## config.mk

```make
export PLATFORM = sky130hd
export DESIGN_NAME = life_cellular_automaton_grid
export DESIGN_NICKNAME = d
export VERILOG_FILES = /design/src/hdl/lcag_pkg.sv /design/src/hdl/lcag_ram.sv /design/src/hdl/lcag_rule.sv /design/src/hdl/life_cellular_automaton_grid.sv
export SDC_FILE = /design/constraint.sdc
export NUM_CORES = 1
export LEC_CHECK = 0
export BUFFER_PORTS_ARGS = -buffer_cell sky130_fd_sc_hd__buf_2
export CORE_MARGIN = 10
export CORE_UTILIZATION = 37
export DETAILED_ROUTE_END_ITERATION = 6
export SLEW_MARGIN = 25
export SYNTH_ARGS = -nofsm -noshare
export SYNTH_HDL_FRONTEND = slang
export SYNTH_SLANG_ARGS = --single-unit
```

## constraint.sdc

```tcl
create_clock -name aclk -period 9.7 [get_ports aclk]
set_clock_uncertainty 0.2 [all_clocks]
set_input_delay 0 -clock aclk [delete_from_list [all_inputs] [get_ports aclk]]
set_output_delay 0 -clock aclk [all_outputs]
set_load 0.01 [all_outputs]
```

## src/hdl/lcag_pkg.sv

```systemverilog
// shared types and constants for the life cellular automaton grid
`default_nettype none

package lcag_pkg;

    // field widths of the stream transfers
    localparam int CMD_W      = 2;
    localparam int COORD_W    = 5;
    localparam int ROW_BITS_W = 32;
    localparam int S_TDATA_W  = 16;
    localparam int M_TDATA_W  = 32;

    // command codes carried on the input tuser
    typedef enum logic [CMD_W-1:0] {
        CMD_SET     = 2'd0,
        CMD_ADVANCE = 2'd1,
        CMD_READ    = 2'd2
    } cmd_t;

endpackage

`default_nettype wire

```

## src/hdl/lcag_ram.sv

```systemverilog
// generic single-port-write, single-port-read ram with registered read data
`default_nettype none

module lcag_ram #(
    parameter int DATA_W = 32,
    parameter int DEPTH  = 32
) (
    input  wire logic                     aclk,
    input  wire logic                     wr_en,
    input  wire logic [$clog2(DEPTH)-1:0] wr_addr,
    input  wire logic [DATA_W-1:0]        wr_data,
    input  wire logic                     rd_en,
    input  wire logic [$clog2(DEPTH)-1:0] rd_addr,
    output logic      [DATA_W-1:0]        rd_data
);

    logic [DATA_W-1:0] mem [DEPTH];

    // write port and registered read port
    always_ff @(posedge aclk) begin
        if (wr_en) begin
            mem[wr_addr] <= wr_data;
        end
        if (rd_en) begin
            rd_data <= mem[rd_addr];
        end
    end

endmodule

`default_nettype wire

```

## src/hdl/lcag_rule.sv

```systemverilog
// b3/s23 life rule applied to one row from a three-row window
`default_nettype none

module lcag_rule #(
    parameter int GRID_SIZE = 32
) (
    input  wire logic [GRID_SIZE-1:0] above,
    input  wire logic [GRID_SIZE-1:0] mid,
    input  wire logic [GRID_SIZE-1:0] below,
    output logic      [GRID_SIZE-1:0] next_row
);

    logic [GRID_SIZE+1:0] up_pad;
    logic [GRID_SIZE+1:0] mid_pad;
    logic [GRID_SIZE+1:0] dn_pad;

    // dead cells beyond the left and right borders
    assign up_pad  = {1'b0, above, 1'b0};
    assign mid_pad = {1'b0, mid, 1'b0};
    assign dn_pad  = {1'b0, below, 1'b0};

    // per column: count the eight neighbours, then birth or survival
    for (genvar c = 0; c < GRID_SIZE; c++) begin : g_col
        logic [3:0] nbr_cnt;
        assign nbr_cnt = 4'(up_pad[c]) + 4'(up_pad[c+1]) + 4'(up_pad[c+2])
                       + 4'(mid_pad[c]) + 4'(mid_pad[c+2])
                       + 4'(dn_pad[c]) + 4'(dn_pad[c+1]) + 4'(dn_pad[c+2]);
        assign next_row[c] = (nbr_cnt == 4'd3) || (mid[c] && (nbr_cnt == 4'd2));
    end

endmodule

`default_nettype wire

```

## src/hdl/life_cellular_automaton_grid.sv

```systemverilog
// life grid: command decode, row memory and generation sweep
// set and read first read the addressed row, advance sweeps every row, and a rejected or
// unknown command goes straight to the response state, which feeds the output register
// throughput: one command at a time, no input transfer until the result has been handed
// to the output register, later while it still holds an unaccepted result; advance sweeps
// one row read and one row written per cycle through a three-row window
// reset (aresetn low, synchronous) clears the row valid bits: all cells dead.
`default_nettype none

module life_cellular_automaton_grid #(
    parameter int GRID_SIZE = 32
) (
    input  wire logic                           aclk,
    input  wire logic                           aresetn,
    // input channel
    input  wire logic                           s_axis_tvalid,
    output logic                                s_axis_tready,
    input  wire logic [lcag_pkg::S_TDATA_W-1:0] s_axis_tdata,  // row[4:0], col[9:5], alive[10]
    input  wire logic [lcag_pkg::CMD_W-1:0]     s_axis_tuser,  // cmd[1:0]
    // result channel
    output logic                                m_axis_tvalid,
    input  wire logic                           m_axis_tready,
    output logic      [lcag_pkg::M_TDATA_W-1:0] m_axis_tdata,  // row_bits[31:0]
    output logic                                m_axis_tuser   // ack[0]
);

    import lcag_pkg::*;

    localparam int AW = $clog2(GRID_SIZE);
    localparam int CW = $clog2(GRID_SIZE + 2);
    localparam logic [CW-1:0] CNT_ROWS = CW'(GRID_SIZE);
    localparam logic [CW-1:0] CNT_LAST = CW'(GRID_SIZE + 1);

    typedef enum logic [2:0] {
        ST_IDLE,
        ST_SET,
        ST_READ,
        ST_ADV,
        ST_RESP
    } state_t;

    state_t                 state_reg, state_next;
    logic [CW-1:0]          cnt_reg, cnt_next;
    logic [AW-1:0]          row_addr_reg, row_addr_next;
    logic [GRID_SIZE-1:0]   col_mask_reg, col_mask_next;
    logic                   alive_reg, alive_next;
    logic [GRID_SIZE-1:0]   prev_reg, prev_next;
    logic [GRID_SIZE-1:0]   cur_reg, cur_next;
    logic [ROW_BITS_W-1:0]  resp_bits_reg, resp_bits_next;
    logic                   resp_ack_reg, resp_ack_next;
    logic                   m_valid_reg, m_valid_next;
    logic [M_TDATA_W-1:0]   m_data_reg, m_data_next;
    logic                   m_user_reg, m_user_next;
    logic [GRID_SIZE-1:0]   row_valid_reg;
    logic                   rd_vld_reg;

    logic                   rd_en;
    logic [AW-1:0]          rd_addr;
    logic [GRID_SIZE-1:0]   rd_data;
    logic [GRID_SIZE-1:0]   rd_eff;
    logic                   wr_en;
    logic [AW-1:0]          wr_addr;
    logic [GRID_SIZE-1:0]   wr_data;
    logic [GRID_SIZE-1:0]   below_row;
    logic [GRID_SIZE-1:0]   rule_row;
    logic [CW-1:0]          wr_cnt;

    logic [COORD_W-1:0]     in_row;
    logic [COORD_W-1:0]     in_col;
    logic                   in_alive;
    logic                   row_ok;
    logic                   col_ok;
    logic                   in_xfer;

    // input field unpacking
    assign in_row   = s_axis_tdata[COORD_W-1:0];
    assign in_col   = s_axis_tdata[2*COORD_W-1:COORD_W];
    assign in_alive = s_axis_tdata[2*COORD_W];
    assign row_ok   = 32'(in_row) < 32'(GRID_SIZE);
    assign col_ok   = 32'(in_col) < 32'(GRID_SIZE);

    assign s_axis_tready = (state_reg == ST_IDLE);
    assign in_xfer       = s_axis_tvalid && s_axis_tready;

    assign m_axis_tvalid = m_valid_reg;
    assign m_axis_tdata  = m_data_reg;
    assign m_axis_tuser  = m_user_reg;

    // row memory
    lcag_ram #(
        .DATA_W (GRID_SIZE),
        .DEPTH  (GRID_SIZE)
    ) u_rows (
        .aclk    (aclk),
        .wr_en   (wr_en),
        .wr_addr (wr_addr),
        .wr_data (wr_data),
        .rd_en   (rd_en),
        .rd_addr (rd_addr),
        .rd_data (rd_data)
    );

    // a row never written since reset reads as all dead
    assign rd_eff = rd_vld_reg ? rd_data : '0;

    // below the last row lies dead space
    assign below_row = (cnt_reg == CNT_LAST) ? '0 : rd_eff;
    assign wr_cnt    = cnt_reg - CW'(2);

    lcag_rule #(
        .GRID_SIZE (GRID_SIZE)
    ) u_rule (
        .above    (prev_reg),
        .mid      (cur_reg),
        .below    (below_row),
        .next_row (rule_row)
    );

    // command sequencing and memory port control
    always_comb begin
        state_next     = state_reg;
        cnt_next       = cnt_reg;
        row_addr_next  = row_addr_reg;
        col_mask_next  = col_mask_reg;
        alive_next     = alive_reg;
        prev_next      = prev_reg;
        cur_next       = cur_reg;
        resp_bits_next = resp_bits_reg;
        resp_ack_next  = resp_ack_reg;
        m_valid_next   = m_valid_reg && !m_axis_tready;
        m_data_next    = m_data_reg;
        m_user_next    = m_user_reg;
        rd_en          = 1'b0;
        rd_addr        = cnt_reg[AW-1:0];
        wr_en          = 1'b0;
        wr_addr        = row_addr_reg;
        wr_data        = alive_reg ? (rd_eff | col_mask_reg) : (rd_eff & ~col_mask_reg);

        unique case (state_reg)
            ST_IDLE: begin
                if (in_xfer) begin
                    row_addr_next  = AW'(in_row);
                    col_mask_next  = GRID_SIZE'(1) << in_col;
                    alive_next     = in_alive;
                    resp_bits_next = '0;
                    resp_ack_next  = 1'b0;
                    unique case (s_axis_tuser)
                        CMD_SET: begin
                            if (row_ok && col_ok) begin
                                rd_en      = 1'b1;
                                rd_addr    = AW'(in_row);
                                state_next = ST_SET;
                            end else begin
                                state_next = ST_RESP;
                            end
                        end
                        CMD_READ: begin
                            if (row_ok) begin
                                rd_en      = 1'b1;
                                rd_addr    = AW'(in_row);
                                state_next = ST_READ;
                            end else begin
                                state_next = ST_RESP;
                            end
                        end
                        CMD_ADVANCE: begin
                            rd_en      = 1'b1;
                            rd_addr    = '0;
                            cnt_next   = CW'(1);
                            prev_next  = '0;
                            cur_next   = '0;
                            state_next = ST_ADV;
                        end
                        default: begin
                            state_next = ST_RESP;
                        end
                    endcase
                end
            end
            ST_SET: begin
                // read-modify-write of the addressed row
                wr_en         = 1'b1;
                resp_ack_next = 1'b1;
                state_next    = ST_RESP;
            end
            ST_READ: begin
                resp_bits_next = ROW_BITS_W'(rd_eff);
                resp_ack_next  = 1'b1;
                state_next     = ST_RESP;
            end
            ST_ADV: begin
                // fetch one row ahead, write back the row two behind
                if (cnt_reg < CNT_ROWS) begin
                    rd_en = 1'b1;
                end
                prev_next = cur_reg;
                cur_next  = below_row;
                if (cnt_reg >= CW'(2)) begin
                    wr_en   = 1'b1;
                    wr_addr = wr_cnt[AW-1:0];
                    wr_data = rule_row;
                end
                if (cnt_reg == CNT_LAST) begin
                    resp_ack_next = 1'b1;
                    state_next    = ST_RESP;
                end else begin
                    cnt_next = cnt_reg + CW'(1);
                end
            end
            ST_RESP: begin
                // hand the result to the output register once it is free
                if (!m_valid_reg || m_axis_tready) begin
                    m_valid_next = 1'b1;
                    m_data_next  = resp_bits_reg;
                    m_user_next  = resp_ack_reg;
                    state_next   = ST_IDLE;
                end
            end
            default: begin
                state_next = ST_IDLE;
            end
        endcase
    end

    // state, window and output registers
    always_ff @(posedge aclk) begin
        if (!aresetn) begin
            state_reg     <= ST_IDLE;
            cnt_reg       <= '0;
            m_valid_reg   <= 1'b0;
            row_valid_reg <= '0;
            rd_vld_reg    <= 1'b0;
        end else begin
            state_reg   <= state_next;
            cnt_reg     <= cnt_next;
            m_valid_reg <= m_valid_next;
            if (rd_en) begin
                rd_vld_reg <= row_valid_reg[rd_addr];
            end
            if (wr_en) begin
                row_valid_reg[wr_addr] <= 1'b1;
            end
        end
        row_addr_reg  <= row_addr_next;
        col_mask_reg  <= col_mask_next;
        alive_reg     <= alive_next;
        prev_reg      <= prev_next;
        cur_reg       <= cur_next;
        resp_bits_reg <= resp_bits_next;
        resp_ack_reg  <= resp_ack_next;
        m_data_reg    <= m_data_next;
        m_user_reg    <= m_user_next;
    end

    // one command in flight: an accepted transfer closes the input side
    a_one_cmd: assert property (@(posedge aclk) disable iff (!aresetn)
        (s_axis_tvalid && s_axis_tready) |=> !s_axis_tready)
        else $error("input accepted while a command is in flight");

    // the sweep never reads and writes the same row in one cycle
    a_no_collide: assert property (@(posedge aclk) disable iff (!aresetn)
        (wr_en && rd_en) |-> (wr_addr != rd_addr))
        else $error("row read and write collide");

    // results only leave from the response state
    a_resp_src: assert property (@(posedge aclk) disable iff (!aresetn)
        $rose(m_axis_tvalid) |-> ($past(state_reg) == ST_RESP))
        else $error("result posted outside the response state");

endmodule

`default_nettype wire
```

==> results of run 1 <==
-- through the flow --
stage	instances	total power, mW
finish	5850	11.6
global route	5850	12.0
CTS	5848	11.7
detailed placement	5592	7.05
global placement	5592	7.03
floorplan	3720	6.77
-- logic make-up after synthesis --
kind of cell,after synthesis
xor+xnor,6
buf+inv,490
mux,143
flops,1267
simple gates,1282
fa+ha+maj,227
compound gates,305
-- metal layers --
metal / GRT usage, % / wire, um / vias to the layer above
li1: - / - / 13900
met1: 21.0 / 55200 / 16000
met2: 27.1 / 64400 / 857
met3: 1.87 / 7440 / 182
met4: 4.13 / 2830 / 0
met5: 0 / 0 / -
-- where the power goes --
| part | leakage (nW) | switching, mW | total [mW] | internal (mW) |
|---|---|---|---|---|
| logic | 7.83 | 0.525 | 0.791 | 0.266 |
| clock network | 1.89 | 2.02 | 4.62 | 2.60 |
| registers | 11.7 | 0.0436 | 6.16 | 6.11 |
| total | 21.4 | 2.58 | 11.6 | 8.98 |
-- worst paths after layout --
check	depth (start not counted)	end	start	slack (ps)
max	9	u_rows.rd_data[2]	state_reg[2]	4440
min reg2reg	0	m_axis_tdata[25]	resp_bits_reg[25]	220
max reg2reg	9	u_rows.rd_data[2]	state_reg[2]	4440
min	5	state_reg[0]	s_axis_tuser[0]	210
-- layout make-up --
| type | instances | area (um2) | area share, % |
|---|---|---|---|
| clock buffers | 143 | 3110 | 5.05 |
| clock inverters | 82 | 743 | 1.21 |
| inverters | 308 | 1160 | 1.88 |
| multi-input cells | 1963 | 15300 | 24.9 |
| flip-flops and latches | 1267 | 37600 | 61.0 |
| well taps | 1917 | 2400 | 3.89 |
| repair buffers | 170 | 1300 | 2.10 |
-- worst max-delay path, stage by stage (launching register included) --
cell,delay [ps]
dfxtp_1,380
or3_4,490
inv_1,290
nand2_1,470
o21ai_4,570
buf_4,640
mux4_2,600
a22o_1,240
a221oi_1,790
o221ai_1,260
-- synth_stat cells (5+ instances only) --
master        n
edfxtp_1   1224
nand2_1     588
inv_1       308
nand3_1     295
nor2_1      251
clkbuf_1    140
mux4_2      128
fa_1        125
ha_1        102
nand4_1      66
a21oi_1      64
dfxtp_1      43
o21ai_0      43
o21a_1       35
o221ai_1     33
a22o_1       32
or4_1        31
a2111oi_0    26
a221oi_1     20
buf_1        16
buf_2        14
a221oi_2     13
mux2i_1      10
nor2b_1       9
a31oi_1       7
nand2b_1      7
buf_4         6
buf_6         6
nand3b_1      6
and2_1        5
-- placed cells by master (no fill, tap or decap), drive strengths merged, types with 62 or more instances in the layout --
cell / netlist / final
fa: 125 / 125
mux4: 128 / 128
clkinv: 0 / 62
clkbuf: 140 / 143
nand4: 66 / 66
nand3: 295 / 295
inv: 308 / 311
nand2: 588 / 588
ha: 102 / 102
buf: 42 / 139
nor2: 251 / 251
a21oi: 64 / 64
edfxtp: 1224 / 1224
==> impl_metrics.yaml, run 1 <==
clock_tree:
  ctsResizeCount: 0
  postCtsSetupBuffers: 0
  cts_sinks: 1267
  path_clk_slew_ps: 60
  cts_made_buffers: 120
  cts-htree-levels: 3
  root_buffer: "clkbuf_16"
  postCtsHoldBufs: 31
  clockBufferDepth: 3
  tritoncts: "done"
  clkLatencyLatePin_ps: 710
hold_path:
  hold_path.class: "in2reg"
logic_synthesis:
  synth-edff-count: 1224
  netlist_instances: 3720
  synth_fa_ha_area_share_pct: 6.96
  syn_avg_cell_area_um2: 14.6
  synth_seq_cells: 1267
  yosys.area_share.simple_pct: 10.3
  synth.distinct_cells: 61
  synth_mux_area_share_pct: 5.60
  synth_flop_cell: "edfxtp_1"
  synth_top_family_by_area: "simple AND/OR/NAND/NOR gates"
  synth_compound_area_share_pct: 4.19
  async_flop_share_pct: 0
  synth_xor_area_share_pct: 0.0968
  yosys.area.top_type: "edfxtp_1"
  synth_top_area_share_pct: 67.7
  synth_area_mm2: 0.0543
  synthTopCellsByArea: "edfxtp_1, mux4_2, fa_1, nand2_1, nand3_1"
  seq_area_frac_synth_pct: 69.3
  syn_nets: 3969
  yosys_warnings: 0
cells_and_area:
  layout-drive-gt1-share_pct: 13.8
  n_antenna_cell: 0
  regMostFlops: "u_rows.mem"
  fill_cells: 13000
  fin_nets: 4079
  design_area_mm2: 0.0616
  utilization_pct: 42.3
  largest_reg_flops: 1024
  synthToLayoutAreaGrowth_pct: 13.5
detailed_routing:
  wl_per_cell_um: 22.2
  drt_first_pass_iters: 7
  vias: 30900
  viasPerCell: 5.29
  routed_wl_um: 130000
  antenna_left: 0
  drt_first_iter_violations: 2559
  drc: 0
floorplanning:
  core_mm2: 0.146
  die_y_um: 403
  die_x_um: 403
  top_level_ports: 57
  die-area_mm2: 0.163
  start_util_pct: 37.3
  fp-row-count: 140
sta:
  worstMarginPinSlew_ps: 1100
  timing.final.ws_setup_ps: 4440
  whs_ps: 209
  fmax_ghz: 0.190
  finalCritPeriodShare_pct: 54.2
  finalMaxSlewViolations: 0
  relSlewSlack_pct: 26.8
  rsz0062_at_grt: "no"
  min_period_ps: 5260
  setup_viol: 0
  tns_ps: 0
  hold_viol_final: 0
setup_path:
  critPathCaptureType: "register"
  critical_path_required_ps: 9890
  cp.arrival_ps: 5450
  crit_fanout: 33
  path_class: "reg2reg"
  start_kind: "register"
grt:
  grt_pass1_wl_um: 197000
  antenna_found_initial: 0
  gr-total-overflow: 0
  grt_pass1_vias: 31300
  grt_max_degree: 171
  grt_usage_pct: 15.7
placement:
  place_congestion: 0.809
  post-place-ws_ps: 4530
  port-buffer-count: 51
  dpl.hpwl_um: 73700
  place_area_mm2: 0.0574
flow_run:
  max_cap_violations: 0
pwr:
  power.leakage_nw: 21.4
  power_density_mw_per_mm2: 188
  peakVddDrop_uv: 151
status:
  status: "finished, final reports clean"
(Power assumes the default switching activity.)
==> inputs of run 2 (changes only) <==
Clock period 9.7 ns to 5.1 ns, I/O delays scaled along.
==> run 2 against run 1 <==
Against the previous run: core utilization grew 0.91 points; via count grew 0.70%; final cell count increased by 1.3%; worst hold slack improved by 8.2 ps; sequential share of layout area down 1.3 points; wire length up 1.1%; fmax increased by 9.1%.
==> impl_metrics.yaml, run 2 (synthesis gave the netlist of run 1 again) <==
status:
  status: "finished, final reports clean"
detailed_routing:
  vias: 31100
  dr_wl_met2_um: 63800
  drt_first_pass_iters: 5
  dr_wl_met3_um: 8680
  viasPerCell: 5.25
  m1WireLength_um: 55800
  drc: 0
  wl_per_cell_um: 22.1
  drt_first_iter_violations: 3356
  antenna_left: 0
  top_layer: "met4"
  routed_wl_um: 131000
floorplanning:
  core_mm2: 0.146
  top_level_ports: 57
  die-area_mm2: 0.163
  fp-row-count: 140
  die_x_um: 403
  start_util_pct: 37.3
  die_y_um: 403
cells_and_area:
  final_common_cell: "edfxtp_1"
  multi_input_area_mm2: 0.0153
  final_cells: 5926
  layout_common_cells: "edfxtp_1, nand2_1, inv_1, nand3_1, nor2_1"
  fill_cells: 12900
  fin_nets: 4153
  synthToLayoutAreaGrowth_pct: 16.0
  layout-drive-gt1-share_pct: 15.8
  regMostFlops: "u_rows.mem"
  regArea_mm2: 0.0376
  largest_reg_flops: 1024
placement:
  place_congestion: 0.799
  dp_cells: 5656
  dpl.hpwl_um: 79400
  post-place-ws_ps: 358
  port-buffer-count: 51
sta:
  setup_viol: 0
  hold_viol_final: 0
  finalMaxSlewViolations: 0
  timing.final.ws_setup_ps: 278
  finalCritPeriodShare_pct: 94.5
  whs_ps: 217
  rsz0062_at_grt: "no"
  worstMarginPinSlew_ps: 1050
  tns_ps: 0
  fmax_ghz: 0.207
  relSlewSlack_pct: 30.0
  min_period_ps: 4820
setup_path:
  cp.arrival_ps: 5120
  path_class: "reg2reg"
  critPathCaptureType: "register"
  crit_fanout: 32
  start_kind: "register"
  critical_path_required_ps: 5400
  ff2ff_setup_slack_ps: 280
pwr:
  finalPower_mw: 23.0
  peakVddDrop_uv: 326
  power_density_mw_per_mm2: 365
  power.leakage_nw: 22.1
grt:
  antenna_found_initial: 2
  gr-total-overflow: 0
  grt_usage_pct: 15.9
  grt_pass1_wl_um: 198000
  grt_pass1_vias: 31200
  grt_max_degree: 157
clock_tree:
  cts_sinks: 1267
  clockBufferDepth: 3
  path_clk_slew_ps: 60
  cts_made_buffers: 130
  cts-htree-levels: 4
  tritoncts: "done"
  root_buffer: "clkbuf_16"
  clkLatencyLatePin_ps: 740
hold_path:
  hold_path.class: "reg2reg"
flow_run:
  max_cap_violations: 0
==> run 2: layout make-up <==
type,count,area share [%]
Antenna cell,3,0.0119
Clock buffer,147,5.37
Clock inverter,87,1.56
Inverter,308,1.84
Multi-Input combinational cell,1963,24.3
Sequential cell,1267,59.7
Tap cell,1917,3.81
Timing Repair Buffer,234,3.37
==> run 2: stage by stage <==
step	instance area (um2)	util, %
final	63000	43.2
after detailed placement	58300	40.0
after floorplan	54300	-
after global placement	58200	39.9
after global routing	63000	43.2
after CTS	63000	43.2
==> run 2: where the power goes <==
part	switching (mW)	internal [mW]	total (mW)
logic	1.03	0.548	1.58
registers	0.0751	11.6	11.7
clock network	3.97	5.75	9.73
total	5.08	17.9	23.0
==> run 2: layer usage <==
layer,vias to the layer above,track usage [%]
met1,15900,21.5
li1,14100,-
met4,0,4.49
met3,206,2.70
met2,969,26.5
met5,-,0
==> run 2: worst max-delay path, cell delays in order (launching register included) <==
cell and delay [ps]:
dfxtp_1 390, inv_1 130, ha_1 160, nand2_1 90, or4_1 520, buf_12 210
nand3_1 230, fa_1 450, inv_1 70, fa_1 210, inv_1 60, fa_1 370
a2111oi_0 420, a21oi_1 90, or4_1 510, o21ai_2 80, buf_4 330
==> run 2: final timing paths <==
check                    start                end  depth (start not counted)
max reg2reg         cnt_reg[1]  u_rows.mem[26][7]                         16
max                 cnt_reg[1]  u_rows.mem[26][7]                         16
min reg2reg  resp_bits_reg[11]   m_axis_tdata[11]                          0
min          resp_bits_reg[11]   m_axis_tdata[11]                          0
==> run 2: what timing repair did <==
item                       CTS  global route
setup buffers                0             0
resized for setup            0             1
hold endpoints to repair   130             0
setup endpoints to repair    0            16
hold buffers                32             0
